`config.mk`:
```
export PLATFORM = sky130hd
export DESIGN_NAME = cobs_stream_decoder_flat
export DESIGN_NICKNAME = d
export VERILOG_FILES = /design/src/cobsd_pkg.sv /design/src/cobsd_if.sv /design/src/cobsd_front.sv /design/src/cobsd_queue.sv /design/src/cobsd_back.sv /design/src/cobs_stream_decoder.sv /design/src/flat_wrapper.sv
export SDC_FILE = /design/constraint.sdc
export NUM_CORES = 1
export LEC_CHECK = 0
export BUFFER_PORTS_ARGS = -buffer_cell sky130_fd_sc_hd__clkbuf_2
export CORE_AREA = 2 2 89 113
export DETAILED_ROUTE_END_ITERATION = 12
export DIE_AREA = 0 0 91 115
export GPL_ROUTABILITY_DRIVEN = 0
export GPL_TIMING_DRIVEN = 1
export PLACE_DENSITY = 0.72
export SETUP_SLACK_MARGIN = 0.1
export SLEW_MARGIN = 10
export SYNTH_ARGS = -nofsm -noshare
export SYNTH_HDL_FRONTEND = slang
export SYNTH_SLANG_ARGS = --single-unit
```
`constraint.sdc`:
```
create_clock -name clk -period 3 [get_ports clk]
set_clock_uncertainty 0.2 [all_clocks]
set_input_delay 0.3 -clock clk [delete_from_list [all_inputs] [get_ports clk]]
set_output_delay 0.3 -clock clk [all_outputs]
set_load 0.05 [all_outputs]
```
`src/cobsd_pkg.sv`:
```
// Shared types, codes and helpers for the COBS stream decoder.
// No dependencies; imported by cobsd_out_if and every module of the block.
package cobsd_pkg;

  localparam int LENGTH_WIDTH = 16;
  localparam int QUEUE_DEPTH  = 2;
  localparam int QPTR_W       = $clog2(QUEUE_DEPTH);
  localparam int QCNT_W       = $clog2(QUEUE_DEPTH + 1);

  localparam logic [1:0] MODE_DROP   = 2'd0;
  localparam logic [1:0] MODE_WAIT   = 2'd1;
  localparam logic [1:0] MODE_DECODE = 2'd2;

  localparam logic [1:0] KIND_DATA = 2'd0;
  localparam logic [1:0] KIND_DONE = 2'd1;
  localparam logic [1:0] KIND_BAD  = 2'd2;

  localparam logic [15:0] REPORT_MAX = 16'hFFFF;

  // one queued request from the front to the back
  typedef struct packed {
    logic [1:0]              kind;
    logic [7:0]              data;
    logic [LENGTH_WIDTH-1:0] length;
  } result_t;

  // reported length is clamped to 16 bits whatever the counter width
  function automatic logic [15:0] clamp_len(input logic [LENGTH_WIDTH-1:0] n);
    logic [LENGTH_WIDTH+15:0] wide;
    wide = {16'b0, n};
    if (wide > (LENGTH_WIDTH + 16)'(REPORT_MAX)) begin
      return REPORT_MAX;
    end
    return wide[15:0];
  endfunction

endpackage

```
`src/cobsd_if.sv`:
```
// Valid/ready channel interfaces for the COBS stream decoder.
// Depends on cobsd_pkg.
interface cobsd_in_if;
  logic       valid;
  logic       ready;
  logic       func;
  logic [7:0] in_byte;

  modport source (output valid, output func, output in_byte, input ready);
  modport sink   (input valid, input func, input in_byte, output ready);
endinterface

interface cobsd_out_if;
  import cobsd_pkg::*;
  logic        valid;
  logic        ready;
  logic [1:0]  kind;
  logic [7:0]  out_byte;
  logic [15:0] frame_length;

  modport source (output valid, output kind, output out_byte, output frame_length,
                  input ready);
  modport sink   (input valid, input kind, input out_byte, input frame_length,
                  output ready);
endinterface

```
`src/cobsd_front.sv`:
```
// Front end: accepts stream bytes, runs the COBS frame state and
// classifies each byte into at most one result request. Depends on cobsd_pkg.
module cobsd_front (
  input  logic                clk,
  input  logic                rst,
  cobsd_in_if.sink            in_stream,
  input  logic                q_full,
  output logic                q_push,
  output cobsd_pkg::result_t  q_data
);
  import cobsd_pkg::*;

  logic [1:0]              mode, mode_next;
  logic [7:0]              run, run_next;
  logic                    owed, owed_next;
  logic [LENGTH_WIDTH-1:0] count, count_next, count_inc;
  logic                    accept;
  logic [7:0]              b;

  assign in_stream.ready = !q_full;
  assign accept          = in_stream.valid && in_stream.ready;
  assign b               = in_stream.in_byte;
  assign count_inc       = (count == '1) ? count : count + 1'b1;

  always_comb begin
    mode_next  = mode;
    run_next   = run;
    owed_next  = owed;
    count_next = count;
    q_push     = 1'b0;
    q_data     = '{kind: KIND_DATA, data: 8'd0, length: '0};
    if (accept) begin
      if (in_stream.func) begin
        mode_next  = MODE_DROP;
        run_next   = 8'd0;
        owed_next  = 1'b0;
        count_next = '0;
      end else begin
        unique case (mode)
          MODE_DROP: begin
            if (b == 8'd0) mode_next = MODE_WAIT;
          end
          MODE_DECODE: begin
            if (run != 8'd0) begin
              q_push = 1'b1;
              if (b == 8'd0) begin
                // zero inside a run: malformed
                mode_next  = MODE_WAIT;
                run_next   = 8'd0;
                owed_next  = 1'b0;
                count_next = '0;
                q_data.kind = KIND_BAD;
              end else begin
                run_next    = run - 8'd1;
                count_next  = count_inc;
                q_data.data = b;
              end
            end else if (b == 8'd0) begin
              q_push        = 1'b1;
              q_data.kind   = KIND_DONE;
              q_data.length = count;
              mode_next     = MODE_WAIT;
              run_next      = 8'd0;
              owed_next     = 1'b0;
              count_next    = '0;
            end else begin
              run_next  = b - 8'd1;
              owed_next = (b != 8'hFF);
              if (owed) begin
                // the implied zero of the previous code byte
                q_push     = 1'b1;
                count_next = count_inc;
              end
            end
          end
          default: begin
            // waiting; unused mode code behaves the same
            mode_next = MODE_WAIT;
            if (b != 8'd0) begin
              mode_next = MODE_DECODE;
              run_next  = b - 8'd1;
              owed_next = (b != 8'hFF);
            end
          end
        endcase
      end
    end
  end

  always_ff @(posedge clk) begin
    if (rst) begin
      mode  <= MODE_WAIT;
      run   <= 8'd0;
      owed  <= 1'b0;
      count <= '0;
    end else begin
      mode  <= mode_next;
      run   <= run_next;
      owed  <= owed_next;
      count <= count_next;
    end
  end

endmodule

```
`src/cobsd_queue.sv`:
```
// Short request queue between the front and back ends.
// Depends on cobsd_pkg.
module cobsd_queue (
  input  logic                clk,
  input  logic                rst,
  input  logic                push,
  input  cobsd_pkg::result_t  push_data,
  input  logic                pop,
  output cobsd_pkg::result_t  head,
  output logic                full,
  output logic                nonempty
);
  import cobsd_pkg::*;

  result_t           entries [QUEUE_DEPTH];
  logic [QPTR_W-1:0] wr_ptr, rd_ptr;
  logic [QCNT_W-1:0] used;

  assign full     = (used == QCNT_W'(QUEUE_DEPTH));
  assign nonempty = (used != '0);
  assign head     = entries[rd_ptr];

  always_ff @(posedge clk) begin
    if (push) entries[wr_ptr] <= push_data;
  end

  always_ff @(posedge clk) begin
    if (rst) begin
      wr_ptr <= '0;
      rd_ptr <= '0;
      used   <= '0;
    end else begin
      if (push) begin
        wr_ptr <= (wr_ptr == QPTR_W'(QUEUE_DEPTH - 1)) ? '0 : wr_ptr + 1'b1;
      end
      if (pop) begin
        rd_ptr <= (rd_ptr == QPTR_W'(QUEUE_DEPTH - 1)) ? '0 : rd_ptr + 1'b1;
      end
      if (push && !pop)      used <= used + 1'b1;
      else if (pop && !push) used <= used - 1'b1;
    end
  end

endmodule

```
`src/cobsd_back.sv`:
```
// Back end: takes queued requests and presents them in the output
// register, clamping the frame length. Depends on cobsd_pkg.
module cobsd_back (
  input  logic                clk,
  input  logic                rst,
  input  cobsd_pkg::result_t  head,
  input  logic                nonempty,
  output logic                pop,
  cobsd_out_if.source         out_stream
);
  import cobsd_pkg::*;

  logic valid;

  assign pop              = nonempty && (!valid || out_stream.ready);
  assign out_stream.valid = valid;

  always_ff @(posedge clk) begin
    if (rst) begin
      valid <= 1'b0;
    end else if (!valid || out_stream.ready) begin
      valid <= nonempty;
    end
  end

  always_ff @(posedge clk) begin
    if (pop) begin
      out_stream.kind         <= head.kind;
      out_stream.out_byte     <= head.data;
      out_stream.frame_length <= (head.kind == KIND_DONE) ? clamp_len(head.length) : 16'd0;
    end
  end

endmodule

```
`src/cobs_stream_decoder.sv`:
```
// Top level of the COBS stream decoder: front end, request queue, back end.
// Depends on cobsd_pkg, cobsd_if, cobsd_front, cobsd_queue, cobsd_back.
//
// in_stream carries one encoded byte (func = 0) or a discard command
// (func = 1) per accepted request; zero bytes delimit frames. out_stream
// returns decoded data bytes, frame-complete reports with the decoded
// length (clamped to 16 bits) and malformed-frame reports.
// One input byte is taken per cycle while the two-entry queue has room;
// each gives zero or one result. A result is written into the queue by
// the edge that takes its byte and is loaded into the output register
// once it is at the queue head and that register is free. With the
// receiver ready the block sustains one byte per cycle.
// Reset (rst, synchronous) puts the decoder in the wait-for-frame mode
// with an empty queue and no output pending. When the receiver stalls the
// output register holds, the queue fills, and in_stream.ready drops once
// it is full; nothing is lost or repeated.
module cobs_stream_decoder (
  input  logic        clk,
  input  logic        rst,
  cobsd_in_if.sink    in_stream,
  cobsd_out_if.source out_stream
);
  import cobsd_pkg::*;

  result_t q_data, q_head;
  logic    q_push, q_pop, q_full, q_nonempty;

  cobsd_front u_front (
    .clk       (clk),
    .rst       (rst),
    .in_stream (in_stream),
    .q_full    (q_full),
    .q_push    (q_push),
    .q_data    (q_data)
  );

  cobsd_queue u_queue (
    .clk       (clk),
    .rst       (rst),
    .push      (q_push),
    .push_data (q_data),
    .pop       (q_pop),
    .head      (q_head),
    .full      (q_full),
    .nonempty  (q_nonempty)
  );

  cobsd_back u_back (
    .clk        (clk),
    .rst        (rst),
    .head       (q_head),
    .nonempty   (q_nonempty),
    .pop        (q_pop),
    .out_stream (out_stream)
  );

  a_no_overflow: assert property (@(posedge clk) disable iff (rst)
    q_push |-> !q_full)
    else $error("request pushed into a full queue");

  a_pop_shows: assert property (@(posedge clk) disable iff (rst)
    q_pop |=> out_stream.valid)
    else $error("popped request not presented");

  a_pop_needs_data: assert property (@(posedge clk) disable iff (rst)
    q_pop |-> q_nonempty)
    else $error("pop from an empty queue");

  a_kind_legal: assert property (@(posedge clk) disable iff (rst)
    out_stream.valid |-> (out_stream.kind == KIND_DATA || out_stream.kind == KIND_DONE ||
                          out_stream.kind == KIND_BAD))
    else $error("illegal result kind");

endmodule

```
`src/flat_wrapper.sv`:
```
// flat-port wrapper written by rule: the top's interface ports become plain ports
module cobs_stream_decoder_flat import cobsd_pkg::*;
  (clk, rst, in_stream_valid, in_stream_func, in_stream_in_byte, in_stream_ready, out_stream_valid, out_stream_kind, out_stream_out_byte, out_stream_frame_length, out_stream_ready);
  cobsd_in_if in_stream_i ();
  cobsd_out_if out_stream_i ();
  input  logic clk;
  input  logic rst;
  input wire logic [$bits(in_stream_i.valid)-1:0] in_stream_valid;
  input wire logic [$bits(in_stream_i.func)-1:0] in_stream_func;
  input wire logic [$bits(in_stream_i.in_byte)-1:0] in_stream_in_byte;
  output wire logic [$bits(in_stream_i.ready)-1:0] in_stream_ready;
  output wire logic [$bits(out_stream_i.valid)-1:0] out_stream_valid;
  output wire logic [$bits(out_stream_i.kind)-1:0] out_stream_kind;
  output wire logic [$bits(out_stream_i.out_byte)-1:0] out_stream_out_byte;
  output wire logic [$bits(out_stream_i.frame_length)-1:0] out_stream_frame_length;
  input wire logic [$bits(out_stream_i.ready)-1:0] out_stream_ready;
  assign in_stream_i.valid = in_stream_valid;
  assign in_stream_i.func = in_stream_func;
  assign in_stream_i.in_byte = in_stream_in_byte;
  assign in_stream_ready = in_stream_i.ready;
  assign out_stream_valid = out_stream_i.valid;
  assign out_stream_kind = out_stream_i.kind;
  assign out_stream_out_byte = out_stream_i.out_byte;
  assign out_stream_frame_length = out_stream_i.frame_length;
  assign out_stream_i.ready = out_stream_ready;
  cobs_stream_decoder u_core (.clk(clk), .rst(rst), .in_stream(in_stream_i), .out_stream(out_stream_i));
endmodule
```
# After elaboration in Yosys (flattened, before gate mapping)
# Memory sizes are Yosys's and may differ from the RTL's. A register that Yosys moved wholly into a read port is not among the register bits.
# Index checks and enable logic that the tools add are counted.
dict set report op_classes {
  order_cmp 0
  mux 47
  shifts 0
  multipliers 0
  addsub 7
  div 0
  bitwise_logic 0
  eq_ne 8
  n_reduce_logical 23
}
# operator count
set ops {}
lappend ops {{16-bit two-way mux} 9}
lappend ops {{26-bit two-way mux} 3}
lappend ops {{8-bit two-way mux} 7}
lappend ops {{1-bit two-way mux} 18}
lappend ops {{16-bit by 1-bit adder with 16-bit output, second input constant} 1}
lappend ops {{16-bit equality test, second input constant} 1}
lappend ops {{2-bit two-way mux} 8}
lappend ops {{8-bit one-hot mux with 2 select lines} 1}
lappend ops {{8-bit nonzero test} 2}
lappend ops {{8-bit by 1-bit subtractor with 8-bit output, second input constant} 2}
lappend ops {{8-bit logical NOT} 1}
lappend ops {{8-bit inequality test, second input constant} 1}
lappend ops {{3-bit AND reduction} 2}
lappend ops {{2-bit nonzero test} 3}
lappend ops {{2-bit equality test, second input constant} 2}
lappend ops {{1-bit logical AND} 4}
lappend ops {{1-bit logical NOT} 4}
lappend ops {{4-bit inequality test, second input constant} 1}
lappend ops {{4-bit AND reduction} 1}
lappend ops {{4-bit nonzero test} 1}
lappend ops {{3-bit by 1-bit inequality test with 1-bit output, second input constant} 1}
lappend ops {{3-bit nonzero test} 1}
lappend ops {{1-bit adder, second input constant} 2}
lappend ops {{2-bit by 1-bit adder with 2-bit output, second input constant} 1}
lappend ops {{8 further kinds} 8}
dict set report word_totals {
  regBits 58
  mem_bits_ro 0
  n_memories 1
  input_bits 13
  ramBits 52
  latch_bits 0
  output_inout_bits 28
  wordCells 97
}
# memory words width rd rd_clocked_by_memory_dff write_ports line_no
set mem_list {}
lappend mem_list {u_core.u_queue.entries 2 26 1 1 1 cobsd_queue.sv:15} ;# result_t entries [QUEUE_DEPTH];

# Longest topological paths before layout
dict set report logic_depth {
  ltp_word 10
  ltp_mapped 10
  depth_no_buf 9
}

# Cells and area by module
# A second synthesis with hierarchy kept.
dict set report unflattened {
  cells_unflattened 397
  hier_area_um2 4946.0
}
# mod cells_each seq_area_each_um2 instances area_per_inst_um2
set by_module_without_submodules {}
lappend by_module_without_submodules {cobsd_queue 103 1661.6 1 2092.0}
lappend by_module_without_submodules {cobsd_front 245 540.5 1 1891.8}
lappend by_module_without_submodules {cobsd_back 49 800.8 1 962.2}

# Worst setup path before layout
# Ideal clock, no wire load.
dict set report synth_timing {
  path_type {input to register}
  from {input in_stream_in_byte[0]}
  to {memory u_core.u_queue.entries[0][0] in the netlist's numbering, enable pin}
  arrival_time_ns 2.587
  t_required_ns 2.388
  slack_ns -0.199
  setup_time_ns 0.412
  path_buffers 0
  path_stages 6
  path_cell_list {inv_1 ha_1 nor3b_1 nand2_1 a21oi_1 nor2b_1}
}
dict set report synth_via {
  elab_chain_cells 8
}
# element line_no
set synth_rtl {}
lappend synth_rtl {{start: declaration} flat_wrapper.sv:10} ;# input wire logic [$bits(in_stream_i.in_byte)-1:0] in_stream_in_byte;
lappend synth_rtl {{8-bit logical NOT} cobsd_front.sv:58} ;# end else if (b == 8'd0) begin
lappend synth_rtl {{1-bit two-way mux} cobsd_front.sv:58}
lappend synth_rtl {{1-bit two-way mux} cobsd_front.sv:44} ;# if (run != 8'd0) begin
lappend synth_rtl {{1-bit two-way mux} cobsd_front.sv:39} ;# unique case (mode)
lappend synth_rtl {{1-bit two-way mux} cobsd_front.sv:33} ;# if (in_stream.func) begin
lappend synth_rtl {{1-bit two-way mux} cobsd_front.sv:32} ;# if (accept) begin
lappend synth_rtl {{net u_core.q_push} cobs_stream_decoder.sv:26} ;# logic q_push, q_pop, q_full, q_nonempty;
lappend synth_rtl {{1-bit two-way mux} cobsd_queue.sv:24} ;# if (push) entries[wr_ptr] <= push_data;
lappend synth_rtl {{1-bit two-way mux (not written as such)} cobsd_queue.sv:24}
lappend synth_rtl {{end: declaration} cobsd_queue.sv:15}
# The timed path passes the listed nets, and every way through them passes these cells.

# Final worst setup path
dict set report layout_timing {
  from {register u_core.u_front.run[0]}
  to {register u_core.u_queue.used[1]}
}
dict set report layout_via {
  elab_chain_cells 8
  elab_cells_between_ends 10
  classes_between {mux (5); reduce/logical (5)}
}
# element line_no
set layout_rtl {}
lappend layout_rtl {{start: declaration} cobsd_front.sv:14} ;# logic [7:0] run, run_next;
lappend layout_rtl {{start signal: assignment} cobsd_front.sv:98} ;# run <= run_next;
lappend layout_rtl {{8-bit nonzero test (*)} cobsd_front.sv:44}
lappend layout_rtl {{1-bit two-way mux (*)} cobsd_front.sv:44}
lappend layout_rtl {{1-bit two-way mux (*)} cobsd_front.sv:39}
lappend layout_rtl {{1-bit two-way mux (*)} cobsd_front.sv:33}
lappend layout_rtl {{1-bit two-way mux (*)} cobsd_front.sv:32}
lappend layout_rtl {{net u_core.q_push} cobs_stream_decoder.sv:26}
lappend layout_rtl {{1-bit logical NOT} cobsd_queue.sv:40} ;# else if (pop && !push) used <= used - 1'b1;
lappend layout_rtl {{1-bit logical AND} cobsd_queue.sv:40}
lappend layout_rtl {{2-bit nonzero test (no line)} -}
lappend layout_rtl {{end signal: assignment} cobsd_queue.sv:39} ;# if (push && !pop) used <= used + 1'b1;
lappend layout_rtl {{end signal: assignment} cobsd_queue.sv:40}
lappend layout_rtl {{end: declaration} cobsd_queue.sv:17} ;# logic [QCNT_W-1:0] used;
# The timed path passes the listed nets; every way through them passes the cells marked *.
# A chain may end at the register's enable or synchronous reset.

==> impl_summary.log <==
INFO  metric final.min_clock_period = 2.69 ns
INFO  metric grt_util_all_layers = 18.5%
INFO  metric ctsHtreeMaxLevel = 3
INFO  metric core_area = 0.00941 mm2
INFO  metric synth_edf_count = 78
INFO  metric clk_pin_slew_worst_setup_hold_paths = 0.07 ns
INFO  metric clock_sink_count = 111
INFO  metric layout.nets = 482
INFO  metric max_stage_delay = 0.53 ns
INFO  metric antenna_cells_inserted = 0
INFO  metric whs = 0.0750 ns
INFO  metric postSynthAreaPerCell = 12.1 um2
INFO  metric worst_ep_arrival_time = 2.75 ns
INFO  metric synth_area_leader_cell = edfxtp_1
INFO  metric cp-start-kind = flip-flop
INFO  metric detail_route.first_pass.iterations = 4
INFO  metric yosys.area.top_type_share = 47.2%
INFO  metric hold_viol = 0
INFO  metric netlist-cell-type-count = 59
INFO  metric path_cells = inv_1 -> ha_1 -> or4b_1 -> nor3_4 -> a21oi_1 -> buf_4 -> ha_1 -> or3_1 -> a21oi_1
INFO  metric synth.yosys.warnings = 0
INFO  metric routed_wirelength = 9150 um
INFO  metric route.antenna.remaining_nets = 0
INFO  metric setup.worst_path.class = flip-flop to flip-flop
INFO  metric most_common_library_cell_in_the_layout_ignoring_fill_and_taps = edfxtp_1
INFO  metric dp_cells = 578
INFO  metric cts_tree = done
INFO  metric synth.top_cells.by_area = edfxtp_1 (47%), dfxtp_1 (13%), mux2i_1 (3.8%)
INFO  metric power_per_cell_area = 811 mW/mm2
INFO  metric total_global_routing_overflow = 0
INFO  metric finalPower = 0.00463 W
INFO  metric worstMarginPinSlew = 0.733 ns
INFO  metric number_of_global_route_vias_before_repair = 3206
INFO  metric min-delay-path-class = primary input to flip-flop
INFO  metric design_area = 0.00571 mm2
INFO  metric clk-insertion-delay-late = 0.34 ns
INFO  metric clockBufferDepth = 2
INFO  metric holdBufCountCts = 0
INFO  metric pin_count = 41
INFO  metric fin_cells = 595
INFO  metric fp-row-count = 40
INFO  metric total_switching_power = 0.00160 W
INFO  metric power.leakage = 2.09 nW
INFO  metric power.internal = 0.00304 W
INFO  metric num-fill-cells = 754
INFO  metric synthesized_net_count = 430
INFO  metric syn2layout_area_growth = 15.1%
INFO  metric tritoncts.num_buffers = 9
INFO  metric clock_root_buffer = clkbuf_16
INFO  metric combPwrFrac = 29.9%
INFO  metric antenna_found_initial = 0
INFO  metric setup_viol = 0
INFO  metric postSynthRegisterBits = 111
INFO  metric dr_vias = 3363
INFO  metric synth-main-ff-cell = edfxtp_1
INFO  metric grt_start_max_net_pins = 28
INFO  metric synth-async-reset-ratio = 0%
INFO  metric crit_family = simple AND/OR/NAND/NOR gates
INFO  metric die_height = 115 um
INFO  metric die_area = 0.0105 mm2
INFO  metric fmaxAchievable = 0.372 GHz
INFO  metric placement.cell_area = 0.00538 mm2
INFO  metric starting_density_of_the_core = 52.8%
INFO  metric first_pass_grt_wire_length = 15700 um
INFO  metric vdd_drop_max = 0.000344 V
INFO  metric ratio_of_final_minimum_period_to_clock_period = 89.6%
INFO  metric seq_area_frac_synth = 60.5%
INFO  metric critical_path_required = 3.06 ns
INFO  metric timing.critical_path.slowest_stage_cell = or4b_1
INFO  metric slew_headroom = 50.8%
INFO  metric detailedPlacementHpwl = 6480 um
INFO  metric cp-end-kind = flip-flop
INFO  metric setup-tns-final = 0 ns
INFO  metric die_width = 91 um
INFO  metric share_clk_of_total_power = 27.2%
INFO  metric drive_gt1_share = 19.0%
INFO  metric critPathBufInv = 2
INFO  metric route.detailed.vias_per_inst = 5.65
INFO  metric synth_cells = 412
INFO  metric portBuffers = 40
INFO  metric power_frac_seq = 42.9%
INFO  metric rsz0062_at_grt = false
INFO  metric dr.first_iter.drc_count = 213
INFO  metric drcViolationCount = 0
INFO  metric most-common-layout-cells = edfxtp_1 (78), clkbuf_2 (40), nor2_1 (33), dfxtp_1 (33), nand2_1 (25)
INFO  metric avgRoutedWirePerCell = 15.4 um
INFO  metric power.share.switching = 34.4%
INFO  metric outcome = finished clean
INFO  metric critPathMaxFanout = 5
INFO  metric number_of_max_capacitance_violations_reported = 0
INFO  metric synth.cell_area = 0.00497 mm2
INFO  metric slew_viol_final = 0
-- what timing repair did --
| action | in CTS | in global routing |
|---|---|---|
| resized for setup | 0 | 1 |
| setup endpoints to repair | 0 | 9 |
| buffers inserted | 0 | 1 |
-- final cells by class --
type                       count  area (um2)  share of cell area [%]
multi-input combinational    272        1850                    32.3
sequential                   111        3000                    52.6
inverter                      11        41.3                   0.723
tap                          126         158                    2.76
clock inverter                 4        77.6                    1.36
clock buffer                  12         246                    4.31
timing repair buffer          59         343                    6.00
-- logic make-up (layout without fill, tap and decap cells) --
family                     Yosys count  after routing  share of synthesized area (%)
AOI/OAI and AO/OA                   79             79                           11.4
and+or+nand+nor                    149            149                           16.5
muxes                               29             29                           6.10
buffers and inverters               29             86                           2.52
adders and majority gates            5              5                           1.26
DFF                                111            111                           60.5
xor gates and xnor gates            10             10                           1.76
-- Yosys cell counts (3+ instances only) --
master,instances
o211ai_1,4
and4_1,3
xor2_1,4
edfxtp_1,78
a22o_1,5
o2111ai_1,4
xnor2_1,6
inv_1,9
a211oi_1,5
or4_1,5
dfxtp_1,33
buf_2,4
nand3_1,9
nor2_1,33
and2_1,24
or3_1,4
nand2_1,25
o22ai_1,5
a31oi_1,4
a2111o_1,8
nor2b_1,4
mux2i_1,19
a21oi_1,18
o21ai_1,10
mux2_2,9
ha_1,5
clkbuf_1,11
nand2b_1,7
nand4_1,7
a21o_1,3
nor3_1,10
nor4_1,4
-- metal layers --
metal	part of all wire [%]	track usage, %
met1	45	24.1
met2	50	31.3
met3	3.1	3.15
met4	1.7	7.37
met5	0	0
-- worst min-delay path, stage by stage --
cell and delay, ns:
clkbuf_2 0.09, nand2b_1 0.11, a21oi_1 0.06
-- flip-flops by register name, summed over array words and instances (netlist names), named ones only --
register / cells
u_core.u_queue.used: 2
u_core.u_queue.rd_ptr: 1
u_core.u_back.out_stream.kind: 2
u_core.u_back.out_stream.frame_length: 16
u_core.u_back.out_stream.valid: 1
u_core.u_queue.wr_ptr: 1
u_core.u_front.mode: 2
u_core.u_front.run: 8
u_core.u_front.count: 16
u_core.u_back.out_stream.out_byte: 8
u_core.u_front.owed: 1
u_core.u_queue.entries: 52
-- stage by stage --
step           utilization [%]  worst slack [ns]
5_1_grt                   60.7             0.191
6_report                  60.7             0.311
4_1_cts                   60.6             0.144
3_5_place_dp              57.2             0.137
3_3_place_gp              57.2             0.179
2_1_floorplan                -             0.275
-- worst paths after layout --
check,slack [ns],depth (start not counted),endpoint,startpoint
max,0.31,9,u_core.u_queue.used[1],u_core.u_front.run[0]
min,0.08,3,u_core.u_back.out_stream.valid,out_stream_ready
max reg2reg,0.31,9,u_core.u_queue.used[1],u_core.u_front.run[0]
min reg2reg,0.28,2,u_core.u_front.count[5],u_core.u_front.count[5]
-- power groups by stage --
| stage | Sequential (W) | Clock, W | Combinational (W) |
|---|---|---|---|
| floorplan | 0.00247 | 0 | 0.000637 |
| global placement | 0.00202 | 0 | 0.00136 |
| detailed placement | 0.00202 | 0 | 0.00138 |
| CTS | 0.00199 | 0.00129 | 0.00139 |
| global route | 0.00201 | 0.00136 | 0.00149 |
| finish | 0.00199 | 0.00126 | 0.00138 |
Power figures use the tool's default switching activity.
